## src/hdl/qtrm_pkg.sv

```systemverilog
package qtrm_pkg;

  localparam int COMPONENT_BITS = 16;
  localparam int WORK_MAX_BITS  = 22;
  localparam int WORK_BITS      = (COMPONENT_BITS > WORK_MAX_BITS) ? WORK_MAX_BITS
                                                                   : COMPONENT_BITS;
  localparam int PROD_W   = 2 * WORK_BITS;       // one signed product
  localparam int NORM_W   = 2 * WORK_BITS + 1;   // squared norm, unsigned
  localparam int REM_W    = 2 * WORK_BITS + 2;   // numerator / partial remainder
  localparam int OUT_FRAC = 14;
  localparam int QUO_W    = OUT_FRAC + 2;        // quotient before rounding
  localparam int OUT_W    = 16;
  localparam int N_ENTRY  = 9;

  localparam logic [QUO_W-1:0] POS_LIMIT = QUO_W'(32767);
  localparam logic [QUO_W-1:0] NEG_LIMIT = QUO_W'(32768);
  localparam logic [OUT_W-1:0] OUT_MAX   = OUT_W'(32767);
  localparam logic [OUT_W-1:0] OUT_MIN   = OUT_W'(32768);

  typedef struct packed {
    logic [NORM_W-1:0]                n;
    logic                             zero;
    logic [N_ENTRY-1:0]               neg;
    logic [N_ENTRY-1:0][REM_W-1:0]    r;
    logic [N_ENTRY-1:0][QUO_W-1:0]    q;
  } qtrm_lane_t;

endpackage

```

## src/hdl/qtrm_round.sv

```systemverilog
module qtrm_round (
  input  logic                                     clk,
  input  logic                                     rst,
  input  logic                                     adv,
  input  logic                                     in_valid,
  input  qtrm_pkg::qtrm_lane_t                     in_lane,
  output logic                                     out_valid,
  output logic [qtrm_pkg::N_ENTRY-1:0][qtrm_pkg::OUT_W-1:0] m,
  output logic                                     zero_error
);
  import qtrm_pkg::*;

  logic [N_ENTRY-1:0][OUT_W-1:0] m_next;
  logic [QUO_W:0]                qp;
  logic [QUO_W-1:0]              qr;

  // round half away from zero on the magnitude, then apply sign and clamp
  always_comb begin
    qp = '0;
    qr = '0;
    for (int i = 0; i < N_ENTRY; i++) begin
      qp = {1'b0, in_lane.q[i]} + (QUO_W+1)'(1);
      qr = qp[QUO_W:1];
      if (in_lane.zero) begin
        m_next[i] = '0;
      end else if (in_lane.neg[i]) begin
        m_next[i] = (qr > NEG_LIMIT) ? OUT_MIN : OUT_W'(-qr);
      end else begin
        m_next[i] = (qr > POS_LIMIT) ? OUT_MAX : OUT_W'(qr);
      end
    end
  end

  always_ff @(posedge clk) begin
    if (rst) begin
      out_valid <= 1'b0;
    end else if (adv) begin
      out_valid <= in_valid;
    end
  end

  always_ff @(posedge clk) begin
    if (adv) begin
      m          <= m_next;
      zero_error <= in_lane.zero;
    end
  end

endmodule

```

## config.mk

```make
export PLATFORM = sky130hd
export DESIGN_NAME = qtrm_round
export DESIGN_NICKNAME = d
export VERILOG_FILES = /design/src/hdl/qtrm_pkg.sv /design/src/hdl/qtrm_round.sv
export SDC_FILE = /design/constraint.sdc
export NUM_CORES = 1
export LEC_CHECK = 0
export ABC_CLOCK_PERIOD_IN_PS = 4100
export BUFFER_PORTS_ARGS = -buffer_cell sky130_fd_sc_hd__buf_2
export CORE_AREA = 2 2 253 255
export CTS_CLUSTER_DIAMETER = 100
export DETAILED_ROUTE_END_ITERATION = 16
export DIE_AREA = 0 0 255 257
export PLACE_DENSITY = 0.55
export SKIP_LAST_GASP = 1
export SLEW_MARGIN = 20
export SYNTH_ARGS = -nofsm -noshare
export SYNTH_HDL_FRONTEND = slang
export SYNTH_SLANG_ARGS = --single-unit
```

## constraint.sdc

```tcl
create_clock -name clk -period 4.1 [get_ports clk]
set_clock_uncertainty 0.1 [all_clocks]
set_input_delay 0.82 -clock clk [delete_from_list [all_inputs] [get_ports clk]]
set_output_delay 0.82 -clock clk [all_outputs]
set_load 0.03 [all_outputs]
```

**Word-level counts from Yosys, hierarchy flattened**

Cells that the tools add are included.

- Order comparisons: 18
- Add/subtract/negate cells: 18
- Multiplexer cells: 27

Operator list:

| operator | count |
|---|---|
| 16-bit 2-to-1 mux | 27 |
| 16-bit by 1-bit adder with 17-bit output, second input constant | 9 |
| 16-bit by 15-bit > comparator with 1-bit output, second input constant | 9 |
| 16-bit > comparator, second input constant | 9 |
| 16-bit negator | 9 |

- Register bits after elaboration: 146

**Longest topological paths before layout**

- Word-level depth: 4
- Depth in mapped cells: 13

**Worst setup path before layout**

Ideal clock, no wire load.

- Path kind: input to register
- Start point: in in_lane[112] (netlist bit)
- End point: reg m[119] (netlist bit), data pin
- Cell stages on the path: 13
- Slack: 0.643 ns
- Library setup time: 0.168 ns
- Data arrival time: 3.190 ns
- Cells stage by stage: ha_1 -> clkbuf_1 -> xor2_1 -> inv_1 -> ha_1 -> nor2b_1 -> a32o_1 -> o211ai_2 -> a2111oi_4 -> a211oi_2 -> or2_1 -> buf_6 -> a221oi_2

- Word-level cells in the longest chain between the ends: 4

Ends and longest elaborated chain:

| item | RTL line | source |
|---|---|---|
| start, declared | qtrm_round.sv:6 | `input qtrm_pkg::qtrm_lane_t in_lane,` |
| 16-bit by 1-bit adder with 17-bit output * | qtrm_round.sv:22 | `qp = {1'b0, in_lane.q[i]} + (QUO_W+1)'(1);` |
| 16-bit negator (tied with other cells) | qtrm_round.sv:27 | `m_next[i] = (qr > NEG_LIMIT) ? OUT_MIN : OUT_W'(-qr);` |
| 16-bit 2-to-1 mux (on tied branches) | qtrm_round.sv:27, qtrm_round.sv:29 |  |
| 16-bit 2-to-1 mux * | qtrm_round.sv:26 | `end else if (in_lane.neg[i]) begin` |
| end signal, assigned | qtrm_round.sv:44 | `m <= m_next;` |
| end, declared | qtrm_round.sv:8 | `output logic [qtrm_pkg::N_ENTRY-1:0][qtrm_pkg::OUT_W-1:0] m,` |

Every way passes the cells marked *; elsewhere a longest branch is shown, timed or not.
A chain may end at the register's enable or synchronous reset.

**Worst setup path after layout**

- Start point: in in_lane[64] (netlist bit)
- End point: reg m[69] (netlist bit), data pin

Same word-level chain as after synthesis.

==> out/metrics.csv <==
metric,value,unit
status,"complete, no violations",
CTS tree,yes,
worst path cell trace,buf_2 -> ha_1 -> nand3_1 -> nor4_1 -> xnor2_1 -> nand3_1 -> or4b_1 -> o21ai_4 -> nand2_1 -> o221ai_1,
cts repair resizes,0,
Slew Limit Headroom,48.74,%
worst path bufs/invs,1,
DP Worst Slack,0.09177,ns
slowest CP cell,or4b_1,
# rows,92,
clock slew at reported path FFs,0.07,ns
Syn Area/Cell,8.278,sq um
number of synthesized flops with an enable pin,145,
critical path data arrival time,3.83,ns
Yosys warnings,0,
core area,0.06274,sq mm
clock buffer depth,2,
most frequent cell on the critical path,nand3_1,
Hold Buf Count CTS,0,
Design Power,4.896,mW
largest family of logic cells by synthesized area,simple AND/OR/NAND/NOR gates,
Synth Area in Compound Gates,19.90,%
RR Startpoint,out_valid$_SDFFE_PP0P_,
mux cell area share after synthesis,3.391,%
post-CTS setup buffer count,0,
Synth Area in Adders,2.435,%
I/O pins,643,
#FFs+latches synth,146,
Setup crit start,in_lane[64],
Overflow after GRT,0,
die area,0.06554,sq mm
area post-placement,0.01634,sq mm
period utilization,88.89,%
Critical Path End Type,flop,
Syn Std Cell Area,0.01387,sq mm
met1 wire length,21.57,mm
initial antenna violation count,16,
critical path's top delay family,simple AND/OR/NAND/NOR gates,
max-cap viol count,0,
CTS root buf,clkbuf_16,
crit path max fanout,9,
Total Neg Setup Slack,0,ns
Cell Pwr Density,288.4,mW/mm^2
Final #Nets,2459,
first-pass GRT wire length,72.22,mm
crit-path max cell delay,0.58,ns
latest clock arrival within the worst-skew pair,0.47,ns
DP HPWL,36.73,mm
I/O Buffers,303,
worst ir drop on vdd,0.0003384,V
GR Util All Layers,13.99,%
CP required,4.28,ns
DR vias,13875,
"Top FF cell, synth",edfxtp_1,
Max Used Layer,met5,
Chip Height,257,um
DIE WIDTH,255,um
H-Tree Depth,4,
setup violators final,0,
pin count of the biggest net entering global routing,73,
CTS Buf Count,17,
worst hold path class,reg2reg,
Async SR Flop Fraction,0,%
share of cells above drive strength 1,21.41,%
xor-xnor portion of the synthesized cell area,11.30,%
WL met3,4.197,mm
Leak,6.340,nW
Final WS setup,0.4555,ns
starting density of the core,22.11,%
Crit Path Class,in2reg,
Max Freq,274.4,MHz
final wirelength,46.58,mm
syn nets,2200,
Detailed Routing Iterations Pass 1,5,
Clock Sinks,146,
drt drc,0,
Vias/cell,4.961,
Hold Fails Final Rpt,0,
vias in the first global route,13040,
GP Congestion,0.8912,
Tmin final,3.644,ns
post-synthesis sequential area ratio,31.53,%
Hold WS,0.3904,ns
metal2 WL,19.91,mm
Worst Tran Pin Value,0.7624,ns
hold_sp,out_valid$_SDFFE_PP0P_,
RSZ-0062 raised after global routing,false,
Synth Area in Simple Gates,27.25,%
"Area growth, synth to finish",22.38,%
post-synth cell types,95,
startpoint class of the critical path,input pin,
Final Max Tran Viols,0,
Synth Instances,1676,
1st-iter DRT viols,902,
Finished Cell Area,0.01698,sq mm
post-route ant nets,0,
routed length per instance,16.65,um
flip-flops by register name, summed over array words and instances, names as in the netlist:
register,flops
m,144
out_valid,1
zero_error,1
tightest hold or removal path: cells and delay by family (launching register included):
family	cells	cell delay (ns)
mux	1	0.06
simple gates	1	0.07
flops	1	0.32
where the power goes:
group,total [mW],internal [mW],switching [mW]
clock,1.73,0.987,0.743
combinational,1.32,0.417,0.906
sequential,1.84,1.80,0.0441
metrics by stage:
stage	std cells	util, %
4_1_cts	2794	27.05
6_report	2797	27.06
2_1_floorplan	1676	-
3_3_place_gp	2762	26.05
3_5_place_dp	2762	26.05
5_1_grt	2794	27.05
cell families (layout without fill, tap and decap cells):
| group | Yosys count | count (layout) |
|---|---|---|
| compound gates | 400 | 400 |
| xor+xnor | 179 | 179 |
| fa+ha+maj | 27 | 27 |
| buf+inv | 144 | 416 |
| flops | 146 | 146 |
| mux | 46 | 46 |
| other cells | 0 | 3 |
| simple gates | 734 | 734 |
area by class of cell:
type	instances	area (sq um)
Clock buffer	17	425.4
Fill cell	6772	45760
Inverter	45	168.9
Sequential cell	146	4374
Clock inverter	15	206.4
Multi-Input combinational cell	1386	8917
Timing Repair Buffer	339	1821
Tap cell	846	1059
Antenna cell	3	7.507
path summary, 6_finish.rpt:
check,to,slack [ns],depth (start not counted)
worst max-delay path,m[69]$_SDFFCE_PP0P_,0.46,10
worst min register to register,out_valid$_SDFFE_PP0P_,0.39,2
worst min-delay path,out_valid$_SDFFE_PP0P_,0.39,2
worst max register to register,out_valid$_SDFFE_PP0P_,3.42,2
placed cells by master (no fill, tap or decap), types with 8 or more instances in the layout:
master,instances
o21ai_0,48
a21boi_0,9
edfxtp_1,145
and3_1,43
buf_2,301
nand3_1,115
o21a_1,15
nand4_1,45
mux2i_1,38
a211oi_1,16
nor3_1,48
o31ai_1,16
nor4_1,17
a21oi_1,124
inv_1,45
nand3b_1,9
a22o_1,10
and2_1,25
a311oi_1,8
nand2_1,158
xor2_1,79
buf_4,35
a31oi_1,15
o22ai_1,8
a21o_1,13
a221oi_1,15
clkbuf_16,17
or3_1,30
ha_1,27
o21ai_1,12
nand2b_1,8
xnor2_1,100
nor2_1,160
and4_1,27
o211ai_1,13
layer usage:
metal | global-route usage, % | up-vias
li1 | - | 6790
met1 | 18.90 | 6510
met2 | 21.19 | 487
met3 | 4.592 | 64
met4 | 3.882 | 24
met5 | 0 | -
cell usage after synthesis, types with 5 or more instances:
library cell / count / area (sq um)
and4_1: 27 / 236.5
o31ai_1: 16 / 120.1
edfxtp_1: 145 / 4354
xnor2_1: 100 / 875.8
a221oi_1: 15 / 131.4
nor4_1: 17 / 106.4
o211ai_1: 13 / 97.59
o22ai_1: 8 / 50.05
nor3_1: 48 / 240.2
a211oi_1: 16 / 120.1
nor2b_1: 5 / 31.28
a21o_1: 13 / 97.59
clkbuf_1: 74 / 277.8
o21ai_1: 12 / 60.06
o21ai_0: 48 / 240.2
nor3b_1: 7 / 52.55
a21oi_1: 124 / 620.6
and2_1: 25 / 156.4
a311oi_1: 8 / 70.07
o221ai_1: 7 / 61.31
nand3b_1: 9 / 67.56
mux2i_1: 38 / 380.4
o21a_1: 15 / 112.6
nor2_1: 160 / 600.6
a31oi_1: 15 / 93.84
a21boi_0: 9 / 67.56
a211o_1: 5 / 43.79
mux2_2: 7 / 78.83
o2111ai_1: 6 / 52.55
or3_1: 30 / 187.7
inv_1: 45 / 168.9
nand2_1: 158 / 593.1
a22o_1: 10 / 87.58
nand3_1: 115 / 575.6
nand4_1: 45 / 281.5
xor2_1: 79 / 691.9
nand2b_1: 8 / 50.05
and3_1: 43 / 269.0
or2_2: 6 / 37.54
o21bai_1: 7 / 52.55
buf_2: 20 / 100.1
ha_1: 27 / 337.8
Power figures use the tool's default switching activity.
