## src/hdl/qtrm_pkg.sv

```systemverilog
package qtrm_pkg;

  localparam int COMPONENT_BITS = 16;
  localparam int WORK_MAX_BITS  = 22;
  localparam int WORK_BITS      = (COMPONENT_BITS > WORK_MAX_BITS) ? WORK_MAX_BITS
                                                                   : COMPONENT_BITS;
  localparam int PROD_W   = 2 * WORK_BITS;       // one signed product
  localparam int NORM_W   = 2 * WORK_BITS + 1;   // squared norm, unsigned
  localparam int REM_W    = 2 * WORK_BITS + 2;   // numerator / partial remainder
  localparam int OUT_FRAC = 14;
  localparam int QUO_W    = OUT_FRAC + 2;        // quotient before rounding
  localparam int OUT_W    = 16;
  localparam int N_ENTRY  = 9;

  localparam logic [QUO_W-1:0] POS_LIMIT = QUO_W'(32767);
  localparam logic [QUO_W-1:0] NEG_LIMIT = QUO_W'(32768);
  localparam logic [OUT_W-1:0] OUT_MAX   = OUT_W'(32767);
  localparam logic [OUT_W-1:0] OUT_MIN   = OUT_W'(32768);

  typedef struct packed {
    logic [NORM_W-1:0]                n;
    logic                             zero;
    logic [N_ENTRY-1:0]               neg;
    logic [N_ENTRY-1:0][REM_W-1:0]    r;
    logic [N_ENTRY-1:0][QUO_W-1:0]    q;
  } qtrm_lane_t;

endpackage

```

## src/hdl/qtrm_div_step.sv

```systemverilog
module qtrm_div_step (
  input  logic                 clk,
  input  logic                 rst,
  input  logic                 adv,
  input  logic                 in_valid,
  input  qtrm_pkg::qtrm_lane_t in_lane,
  output logic                 out_valid,
  output qtrm_pkg::qtrm_lane_t out_lane
);
  import qtrm_pkg::*;

  qtrm_lane_t             lane_next;
  logic [REM_W-1:0]       rs;
  logic                   ge;

  // one restoring step per lane: compare, subtract, shift in a quotient bit
  always_comb begin
    lane_next = in_lane;
    rs = '0;
    ge = 1'b0;
    for (int i = 0; i < N_ENTRY; i++) begin
      ge = in_lane.r[i] >= REM_W'(in_lane.n);
      rs = ge ? in_lane.r[i] - REM_W'(in_lane.n) : in_lane.r[i];
      lane_next.r[i] = {rs[REM_W-2:0], 1'b0};
      lane_next.q[i] = {in_lane.q[i][QUO_W-2:0], ge};
    end
  end

  always_ff @(posedge clk) begin
    if (rst) begin
      out_valid <= 1'b0;
    end else if (adv) begin
      out_valid <= in_valid;
    end
  end

  always_ff @(posedge clk) begin
    if (adv) begin
      out_lane <= lane_next;
    end
  end

endmodule

```

## config.mk

```make
export PLATFORM = sky130hd
export DESIGN_NAME = qtrm_div_step
export DESIGN_NICKNAME = d
export VERILOG_FILES = /design/src/hdl/qtrm_pkg.sv /design/src/hdl/qtrm_div_step.sv
export SDC_FILE = /design/constraint.sdc
export NUM_CORES = 1
export LEC_CHECK = 0
export ABC_AREA = 1
export BUFFER_PORTS_ARGS = -buffer_cell sky130_fd_sc_hd__buf_2
export CAP_MARGIN = 5
export CORE_AREA = 2 2 382 384
export CTS_CLUSTER_SIZE = 12
export DETAILED_ROUTE_END_ITERATION = 12
export DIE_AREA = 0 0 384 386
export GPL_TIMING_DRIVEN = 0
export PLACE_DENSITY_LB_ADDON = 0.08
export REMOVE_ABC_BUFFERS = 1
export SYNTH_ARGS = -nofsm -noshare
export SYNTH_HDL_FRONTEND = slang
export SYNTH_SLANG_ARGS = --single-unit
```

## constraint.sdc

```tcl
create_clock -name clk -period 5.08 [get_ports clk]
set_input_delay 0.254 -clock clk [delete_from_list [all_inputs] [get_ports clk]]
set_output_delay 0.254 -clock clk [all_outputs]
set_load 0.01 [all_outputs]
```

; ---- After elaboration in Yosys (flattened, before gate mapping)
; Index checks and enable logic that the tools add are counted.
[totals]
regBits = 485
latch_bits = 0
inputBits = 497
n_memories = 0
ramBits = 0
out_inout_bits = 494
romBits = 0
wordCells = 49
[op_classes]
n_mux = 9
n_eq_ne = 0
addsub = 9
reduce_logical = 0
n_mul = 0
n_lt_le_gt_ge = 9
shifts = 0
n_bitwise = 0
div = 0
[op_table]
columns = cell, n
row1 = 34-bit by 33-bit >= comparator with 1-bit output, 9
row2 = 33-bit two-way mux, 9
row3 = 33-bit subtractor, 9

; ---- Longest topological paths before layout
; Gate-level depths: netlist of run 1.
[logic_depth]
word_depth = 2
mapped_depth = 16
ltp_nobuf = 16

; ---- Least setup slack after synthesis of run 1
; No wires, ideal clock.
[synth_path]
kind = input-to-reg
start = input in_lane[461] (netlist bit)
end = register out_lane[312] (netlist bit), data pin
stages = 12
required_ns = 4.827
slack_ns = 2.821
t_arrival_ns = 2.006
n_path_buf = 1
setup_time_ns = 0.253
cell_sequence = inv_1 -> ha_1 -> nand2_1 -> nor2_1 -> and3_1 -> nand3_1 -> nand2_1 -> nor2_2 -> nand2_4 -> buf_6 -> nand3_1 -> nand2_1
[synth_rtl]
columns = item, line
row1 = start: declaration, qtrm_div_step.sv:6  ; input qtrm_pkg::qtrm_lane_t in_lane,
row2 = end signal: assignment, qtrm_div_step.sv:39  ; out_lane <= lane_next;
row3 = end: declaration, qtrm_div_step.sv:8  ; output qtrm_pkg::qtrm_lane_t out_lane

==> flow_summary.json, run 1 <==
{
  "crit_path_top_delay_cell": "nor2_4",
  "r2r_start": "out_valid$_SDFFE_PP0P_",
  "cts_resized": 0,
  "drive_gt1_frac": 0.157,
  "cts_max_level": 3,
  "async_flop_share": 0,
  "dieArea_sq_um": 148000,
  "start_util": 0.292,
  "cp_cell_sequence": "dlygate4sd3_1 > buf_2 > inv_2 > ha_1 > a21oi_1 > o21ai_1 > a21oi_1 > nand2_2 > nor2_4 > nand2_4 > nand3_1 > nand2_1",
  "io_buffers": 972,
  "fp-row-count": 140,
  "synth_ff_type": "edfxtp_1",
  "syn_inst": 6301,
  "avgSynthCellArea_sq_um": 6.70,
  "grt_pass1_wl_um": 291000,
  "clock_sinks": 485,
  "hold_class": "in2reg",
  "gp_congestion": 0.909,
  "critPathMostFrequentCell": "a21oi_1",
  "maxSlewViolCount": 0,
  "synth-edff-count": 484,
  "critPathTopFamily": "simple AND/OR/NAND/NOR gates",
  "grtUsageTotal": 0.270,
  "root_buffer": "clkbuf_16",
  "die_w_um": 384,
  "fill_cells": 15686,
  "cp_num_buf_inv": 3,
  "core_area_sq_um": 145000,
  "rsz0062_at_grt": "no",
  "worstSetupPathType": "in2reg",
  "maxCapViolCount": 0,
  "worstMarginPinSlew_ps": 1050,
  "post_dp_cell_area_sq_um": 49000,
  "clk-insertion-delay-late_ps": 650,
  "layout_commonest_cell": "nand2_1",
  "chipHeight_um": 386,
  "cts_tree": "built",
  "hp-start": "in_lane[201]",
  "drc": 0,
  "cts-buffers-inserted": 67,
  "path_clk_slew_ps": 60,
  "area_growth_pct": 32.7,
  "finalCriticalPeriod_ps": 3970,
  "cts_hold_buf": 468,
  "dp_hpwl_um": 160000,
  "drtPass1Iterations": 7,
  "post_cts_buffers": 0,
  "r2r_end": "out_valid$_SDFFE_PP0P_",
  "layout_common_cells": "2681 x nand2_1, 1129 x inv_1, 971 x buf_2, 536 x nand3_1, 484 x edfxtp_1",
  "startpoint_type": "input pin",
  "end_kind": "register",
  "clockBufferDepth": 3,
  "p_leak_nw": 30.4,
  "viasPerCell": 4.57,
  "slew_headroom": 0.298,
  "fin_crit_sh": 0.781,
  "p_per_area_nw_per_um2": 274,
  "cp.arrival_ps": 4360,
  "design_area_sq_um": 56000,
  "finalSetupViolations": 0,
  "yosys_warnings": 0,
  "final_nets": 8537,
  "drt_first_iter_violations": 2866,
  "syn_area_sq_um": 42200,
  "max_freq_ghz": 0.252,
  "vias": 44508,
  "overflow": 0,
  "min_to": "out_lane[202]$_DFFE_PP_",
  "synth-seq-cells": 485,
  "yosysSeqAreaShare": 0.345,
  "grt_pass1_vias": 42670,
  "finClkSkew_ps": 0,
  "ant_nets": 0,
  "reg2reg_depth": 3,
  "wire_per_inst_um": 21.4,
  "min_path_cells": 3,
  "cpPeakStageDelay_ps": 700,
  "antenna_found_initial": 64,
  "irDropWorstVdd_uv": 243,
  "hold_violations": 0,
  "status": "complete, no violations",
  "drt-total-wl_um": 208000,
  "grt_max_degree": 117,
  "whs_ps": 41.1,
  "reg2reg_slack_ps": 3940,
  "crit_required_ps": 5480,
  "yosysUniqueCellTypes": 37,
  "crit_fanout": 35,
  "io_pins": 991
}
[cells by family after synthesis]
group	share of synthesized area
AND/OR/NAND/NOR	0.390
other	0.0000889
adder cells (fa/ha/maj)	0.0923
multiplexers	0.000237
buffers and inverters	0.120
XOR/XNOR	0.0266
flip-flops	0.345
AO/OA/AOI/OAI	0.0268
[layer usage]
metal  share of wire  wire [um]  GRT usage
met1            0.42      87700      0.335
met2            0.47      97700      0.456
met3           0.058      12100     0.0446
met4           0.049      10200      0.127
met5          0.0011        238          0
[sequential cells by signal (all words and copies together) (netlist names)]
| name | count |
|---|---|
| out_lane | 484 |
| out_valid | 1 |
[per-stage QoR]
stage                     cells  power [mW]  setup TNS [ps]  utilization  worst slack [ps]
after detailed placement   9114        10.2               0        0.339               977
after global placement     9106        10.3        -2126000        0.338             -4550
after global routing       9717        16.2               0        0.387               912
after CTS                  9706        15.5               0        0.387              1150
after floorplan            6217        8.04               0            -              2160
final                      9729        15.4               0        0.388              1110
[worst reg2reg max path, cell delays in order, from the launching register on]
cell           delay, ps
dfxtp_1              300
mux2i_1              120
nor2_1                50
dlygate4sd3_1        550
[area by class of cell]
cell class | instances | area, sq um | area share
multi-input cells | 4569 | 22600 | 0.404
repair buffers | 1448 | 9760 | 0.174
clock inverters | 45 | 483 | 0.00862
inverters | 1163 | 4370 | 0.0779
clock buffers | 79 | 1740 | 0.0311
flip-flops and latches | 485 | 14600 | 0.260
diodes | 23 | 57.6 | 0.00103
well taps | 1917 | 2400 | 0.0428
[worst max path at each step]
stage	startpoint	endpoint	slack [ps]	depth (start not counted)
4_1_cts	in_lane[489]	out_lane[265]$_DFFE_PP_	1150	12
6_report	in_lane[489]	out_lane[265]$_DFFE_PP_	1110	12
3_5_place_dp	in_lane[489]	out_lane[265]$_DFFE_PP_	980	11
3_3_place_gp	adv	out_lane[368]$_DFFE_PP_	-4550	1
2_1_floorplan	in_lane[461]	out_lane[281]$_DFFE_PP_	2160	11
5_1_grt	in_lane[487]	out_lane[409]$_DFFE_PP_	910	13
[Yosys cell counts, drive strengths merged (9+ instances only)]
cell | n | share of area
nor2 | 400 | 0.037
edfxtp | 484 | 0.34
buf | 92 | 0.016
xor2 | 117 | 0.024
and2 | 36 | 0.0053
a21oi | 183 | 0.022
o21bai | 9 | 0.0016
nand2 | 2705 | 0.24
or2 | 18 | 0.0027
nand3 | 583 | 0.075
nand3b | 85 | 0.015
fa | 9 | 0.0043
nor3 | 75 | 0.0094
inv | 1163 | 0.10
xnor2 | 11 | 0.0023
ha | 297 | 0.088
o21ai | 16 | 0.0019
[power breakdown]
group	internal (mW)	total [mW]	switching, mW
Sequential	5.05	5.23	0.178
Clock	2.85	4.91	2.06
Combinational	1.80	5.23	3.43
Total	9.69	15.4	5.67
Power figures use the tool's default switching activity.
==> run 2: changes to the inputs <==
--- a/config.mk
+++ b/config.mk
@@ -5,13 +5,13 @@
 export SDC_FILE = /design/constraint.sdc
 export NUM_CORES = 1
 export LEC_CHECK = 0
-export ABC_AREA = 1
+export ABC_AREA = 0
 export BUFFER_PORTS_ARGS = -buffer_cell sky130_fd_sc_hd__buf_2
 export CAP_MARGIN = 5
-export CORE_AREA = 2 2 382 384
+export CORE_AREA = 2 2 388 390
 export CTS_CLUSTER_SIZE = 12
 export DETAILED_ROUTE_END_ITERATION = 12
-export DIE_AREA = 0 0 384 386
+export DIE_AREA = 0 0 390 392
 export GPL_TIMING_DRIVEN = 0
 export PLACE_DENSITY_LB_ADDON = 0.08
 export REMOVE_ABC_BUFFERS = 1
==> constraint.sdc (replaced) <==
create_clock -name clk -period 3.4 [get_ports clk]
set_input_delay 0.17 -clock clk [delete_from_list [all_inputs] [get_ports clk]]
set_output_delay 0.17 -clock clk [all_outputs]
set_load 0.01 [all_outputs]
==> flow_summary.json, run 2 <==
{
  "finClkSkew_ps": 0,
  "synth-seq-cells": 485,
  "worstSetupPathType": "in2reg",
  "viasPerCell": 4.65,
  "cts-buffers-inserted": 70,
  "avgSynthCellArea_sq_um": 10.5,
  "dp_cells": 5997,
  "dieArea_sq_um": 153000,
  "cpPeakStageDelay_ps": 360,
  "syn_area_sq_um": 32900,
  "synth_top_cell_by_area": "edfxtp_1",
  "min_path_cells": 4,
  "clock_sinks": 485,
  "synth_ff_type": "edfxtp_1",
  "grt_pass1_wl_um": 228000,
  "synth-edff-count": 484,
  "status": "finished, violations left",
  "vias": 31105,
  "power_mw": 22.4,
  "violations": "negative setup slack",
  "layout_common_cells": "968 x buf_2, 484 x edfxtp_1, 481 x dlygate4sd3_1, 347 x a21oi_1, 293 x ha_1",
  "crit_path_top_delay_cell": "fa_2",
  "largestRegisters": "out_lane x484, out_valid x1",
  "overflow": 0,
  "dp_hpwl_um": 128000,
  "synth_area_leaders": "edfxtp_1 44%, ha_1 11%, a21oi_1 5.4%, mux2_2 4.6%, xnor2_1 4.0%",
  "yosysSeqAreaShare": 0.442,
  "drtPass1Iterations": 5,
  "crit_fanout": 13,
  "cts_tree": "built",
  "finalSetupViolations": 13,
  "gp_congestion": 0.837,
  "p_per_area_nw_per_um2": 458,
  "pwr-share-seq": 0.349,
  "drt-total-wl_um": 166000,
  "final_cells": 6686,
  "fp-row-count": 142,
  "cp_cell_sequence": "buf_4 > inv_8 > buf_12 > fa_2 > a21o_1 > a221oi_4 > o21ai_2 > a221o_1 > a211oi_4 > o21a_2 > o21ai_2 > a221o_1 > a211oi_4 > buf_6 > clkbuf_16 > mux2_2",
  "fin_crit_sh": 1.01,
  "max_freq_ghz": 0.290,
  "ant_nets": 0,
  "power.switching_mw": 7.38,
  "yosys_warnings": 0,
  "maxCapViolCount": 0,
  "combPwrFrac": 0.317,
  "p_leak_nw": 20.8,
  "cp.arrival_ps": 3850,
  "reg2reg_depth": 3,
  "synth_most_common_cell": "edfxtp_1",
  "root_buffer": "clkbuf_16",
  "drt_first_iter_violations": 1753,
  "intPower_mw": 15.0,
  "chipHeight_um": 392,
  "cts_max_level": 3,
  "final_nets": 5469,
  "async_flop_share": 0,
  "slew_headroom": 0.323,
  "yosysUniqueCellTypes": 72,
  "netSwitchingFraction": 0.330,
  "io_pins": 991,
  "start_util": 0.221,
  "fin_util": 0.328,
  "crit_required_ps": 3800,
  "worst_slack_ps": -49.6,
  "rsz0062_at_grt": "yes",
  "drive_gt1_frac": 0.297,
  "clockBufferDepth": 3,
  "grt_pass1_vias": 30966,
  "startpoint_type": "input pin",
  "largest_reg_flops": 484,
  "synth_common_cells": "484 x edfxtp_1, 358 x a21oi_1, 297 x ha_1",
  "hold_violations": 0,
  "end_kind": "register",
  "worstMarginPinSlew_ps": 1000,
  "syn_inst": 3147,
  "io_buffers": 972,
  "core_area_sq_um": 149000,
  "maxSlewViolCount": 0,
  "wire_per_inst_um": 24.9,
  "path_clk_slew_ps": 60,
  "drc": 0,
  "yosysTopAreaCellShare": 0.442,
  "largest-register": "out_lane",
  "grtUsageTotal": 0.208,
  "p_clk_frac": 0.334,
  "clk-insertion-delay-late_ps": 650,
  "grt_max_degree": 111,
  "irDropWorstVdd_uv": 346,
  "layout_commonest_cell": "buf_2",
  "finalCriticalPeriod_ps": 3450,
  "hold_class": "in2reg",
  "area_growth_pct": 48.4,
  "antenna_found_initial": 61,
  "die_w_um": 390
}
run 2: changes by cell type in the layout (fill, tap and decap cells not counted), moves of 44 or more:
cell	before	now
nand2_1	2681	236
inv_1	1129	81
nand3_1	536	55
o21ai_0	11	188
nor2_1	382	213
a21oi_1	183	347
a21o_1	7	161
xnor2_1	11	151
mux2_2	0	128
nand3b_1	85	4
nor3_1	71	24
nand3_2	47	1
nand4_1	4	48
run 2: cell type report:
type,count,area (sq um)
timing repair buffer,1538,11100
tap,1944,2430
sequential,485,14600
multi-input combinational,2458,17900
fill,15580,100000
inverter,112,498
timing repair inverter,1,7.51
clock buffer,81,1790
clock inverter,45,478
antenna,22,55.1
run 2: path summary, 6_finish.rpt:
| check | start | endpoint | slack (ps) |
|---|---|---|---|
| max | in_lane[461] | out_lane[270]$_DFFE_PP_ | -50 |
| min | in_lane[315] | out_lane[316]$_DFFE_PP_ | 20 |
| max reg2reg | out_valid$_SDFFE_PP0P_ | out_valid$_SDFFE_PP0P_ | 2270 |
| min reg2reg | out_valid$_SDFFE_PP0P_ | out_valid$_SDFFE_PP0P_ | 1040 |
run 2: critical path, delay by kind of cell:
family          cells  cell delay [ps]
compound gates      9             2200
fa+ha+maj           1              360
buf+inv             5              710
mux                 1              340
run 2: cells by family after synthesis:
logic type,synth area share
xor+xnor,0.0708
compound gates,0.190
buf+inv,0.0263
flops,0.442
mux,0.0483
fa+ha+maj,0.118
simple gates,0.104
other cells,0.000114
run 2: routing by layer:
layer | up-vias | routed length (um) | global-route usage
met3 | 230 | 11400 | 0.0517
met4 | 58 | 4650 | 0.0545
met2 | 956 | 82100 | 0.369
met5 | - | 382 | 0
li1 | 14964 | - | -
met1 | 14897 | 67600 | 0.248
run 2: through the flow:
step                cell area (sq um)  setup WS (ps)   TNS, ps  hold WS [ps]
finish                          48800          -49.6      -410          19.4
CTS                             48100           9.11         0          -247
detailed placement              40600          -2060   -397400           336
floorplan                       32500          -2510   -286940           242
global placement                39800          -6850  -4165630           330
global route                    48800          -85.2     -1390          10.5
run 2: what timing repair did:
action / in CTS / in global routing
buffers inserted: 28 / 28
pin swaps: 6 / 14
endpoints found under the setup margin: 302 / 171
endpoints found under the hold margin: 477 / 13
resized for setup: 46 / 68
cloned: 2 / 4
hold buffers: 468 / 13
run 2: power by group through the flow:
stage          registers [mW]  logic, mW  clock network [mW]
6_report                 7.80       7.08                7.47
4_1_cts                  7.81       7.02                7.79
3_3_place_gp             8.02       6.33                   0
2_1_floorplan            8.34       3.15                   0
5_1_grt                  7.88       7.70                7.96
3_5_place_dp             7.91       6.38                   0
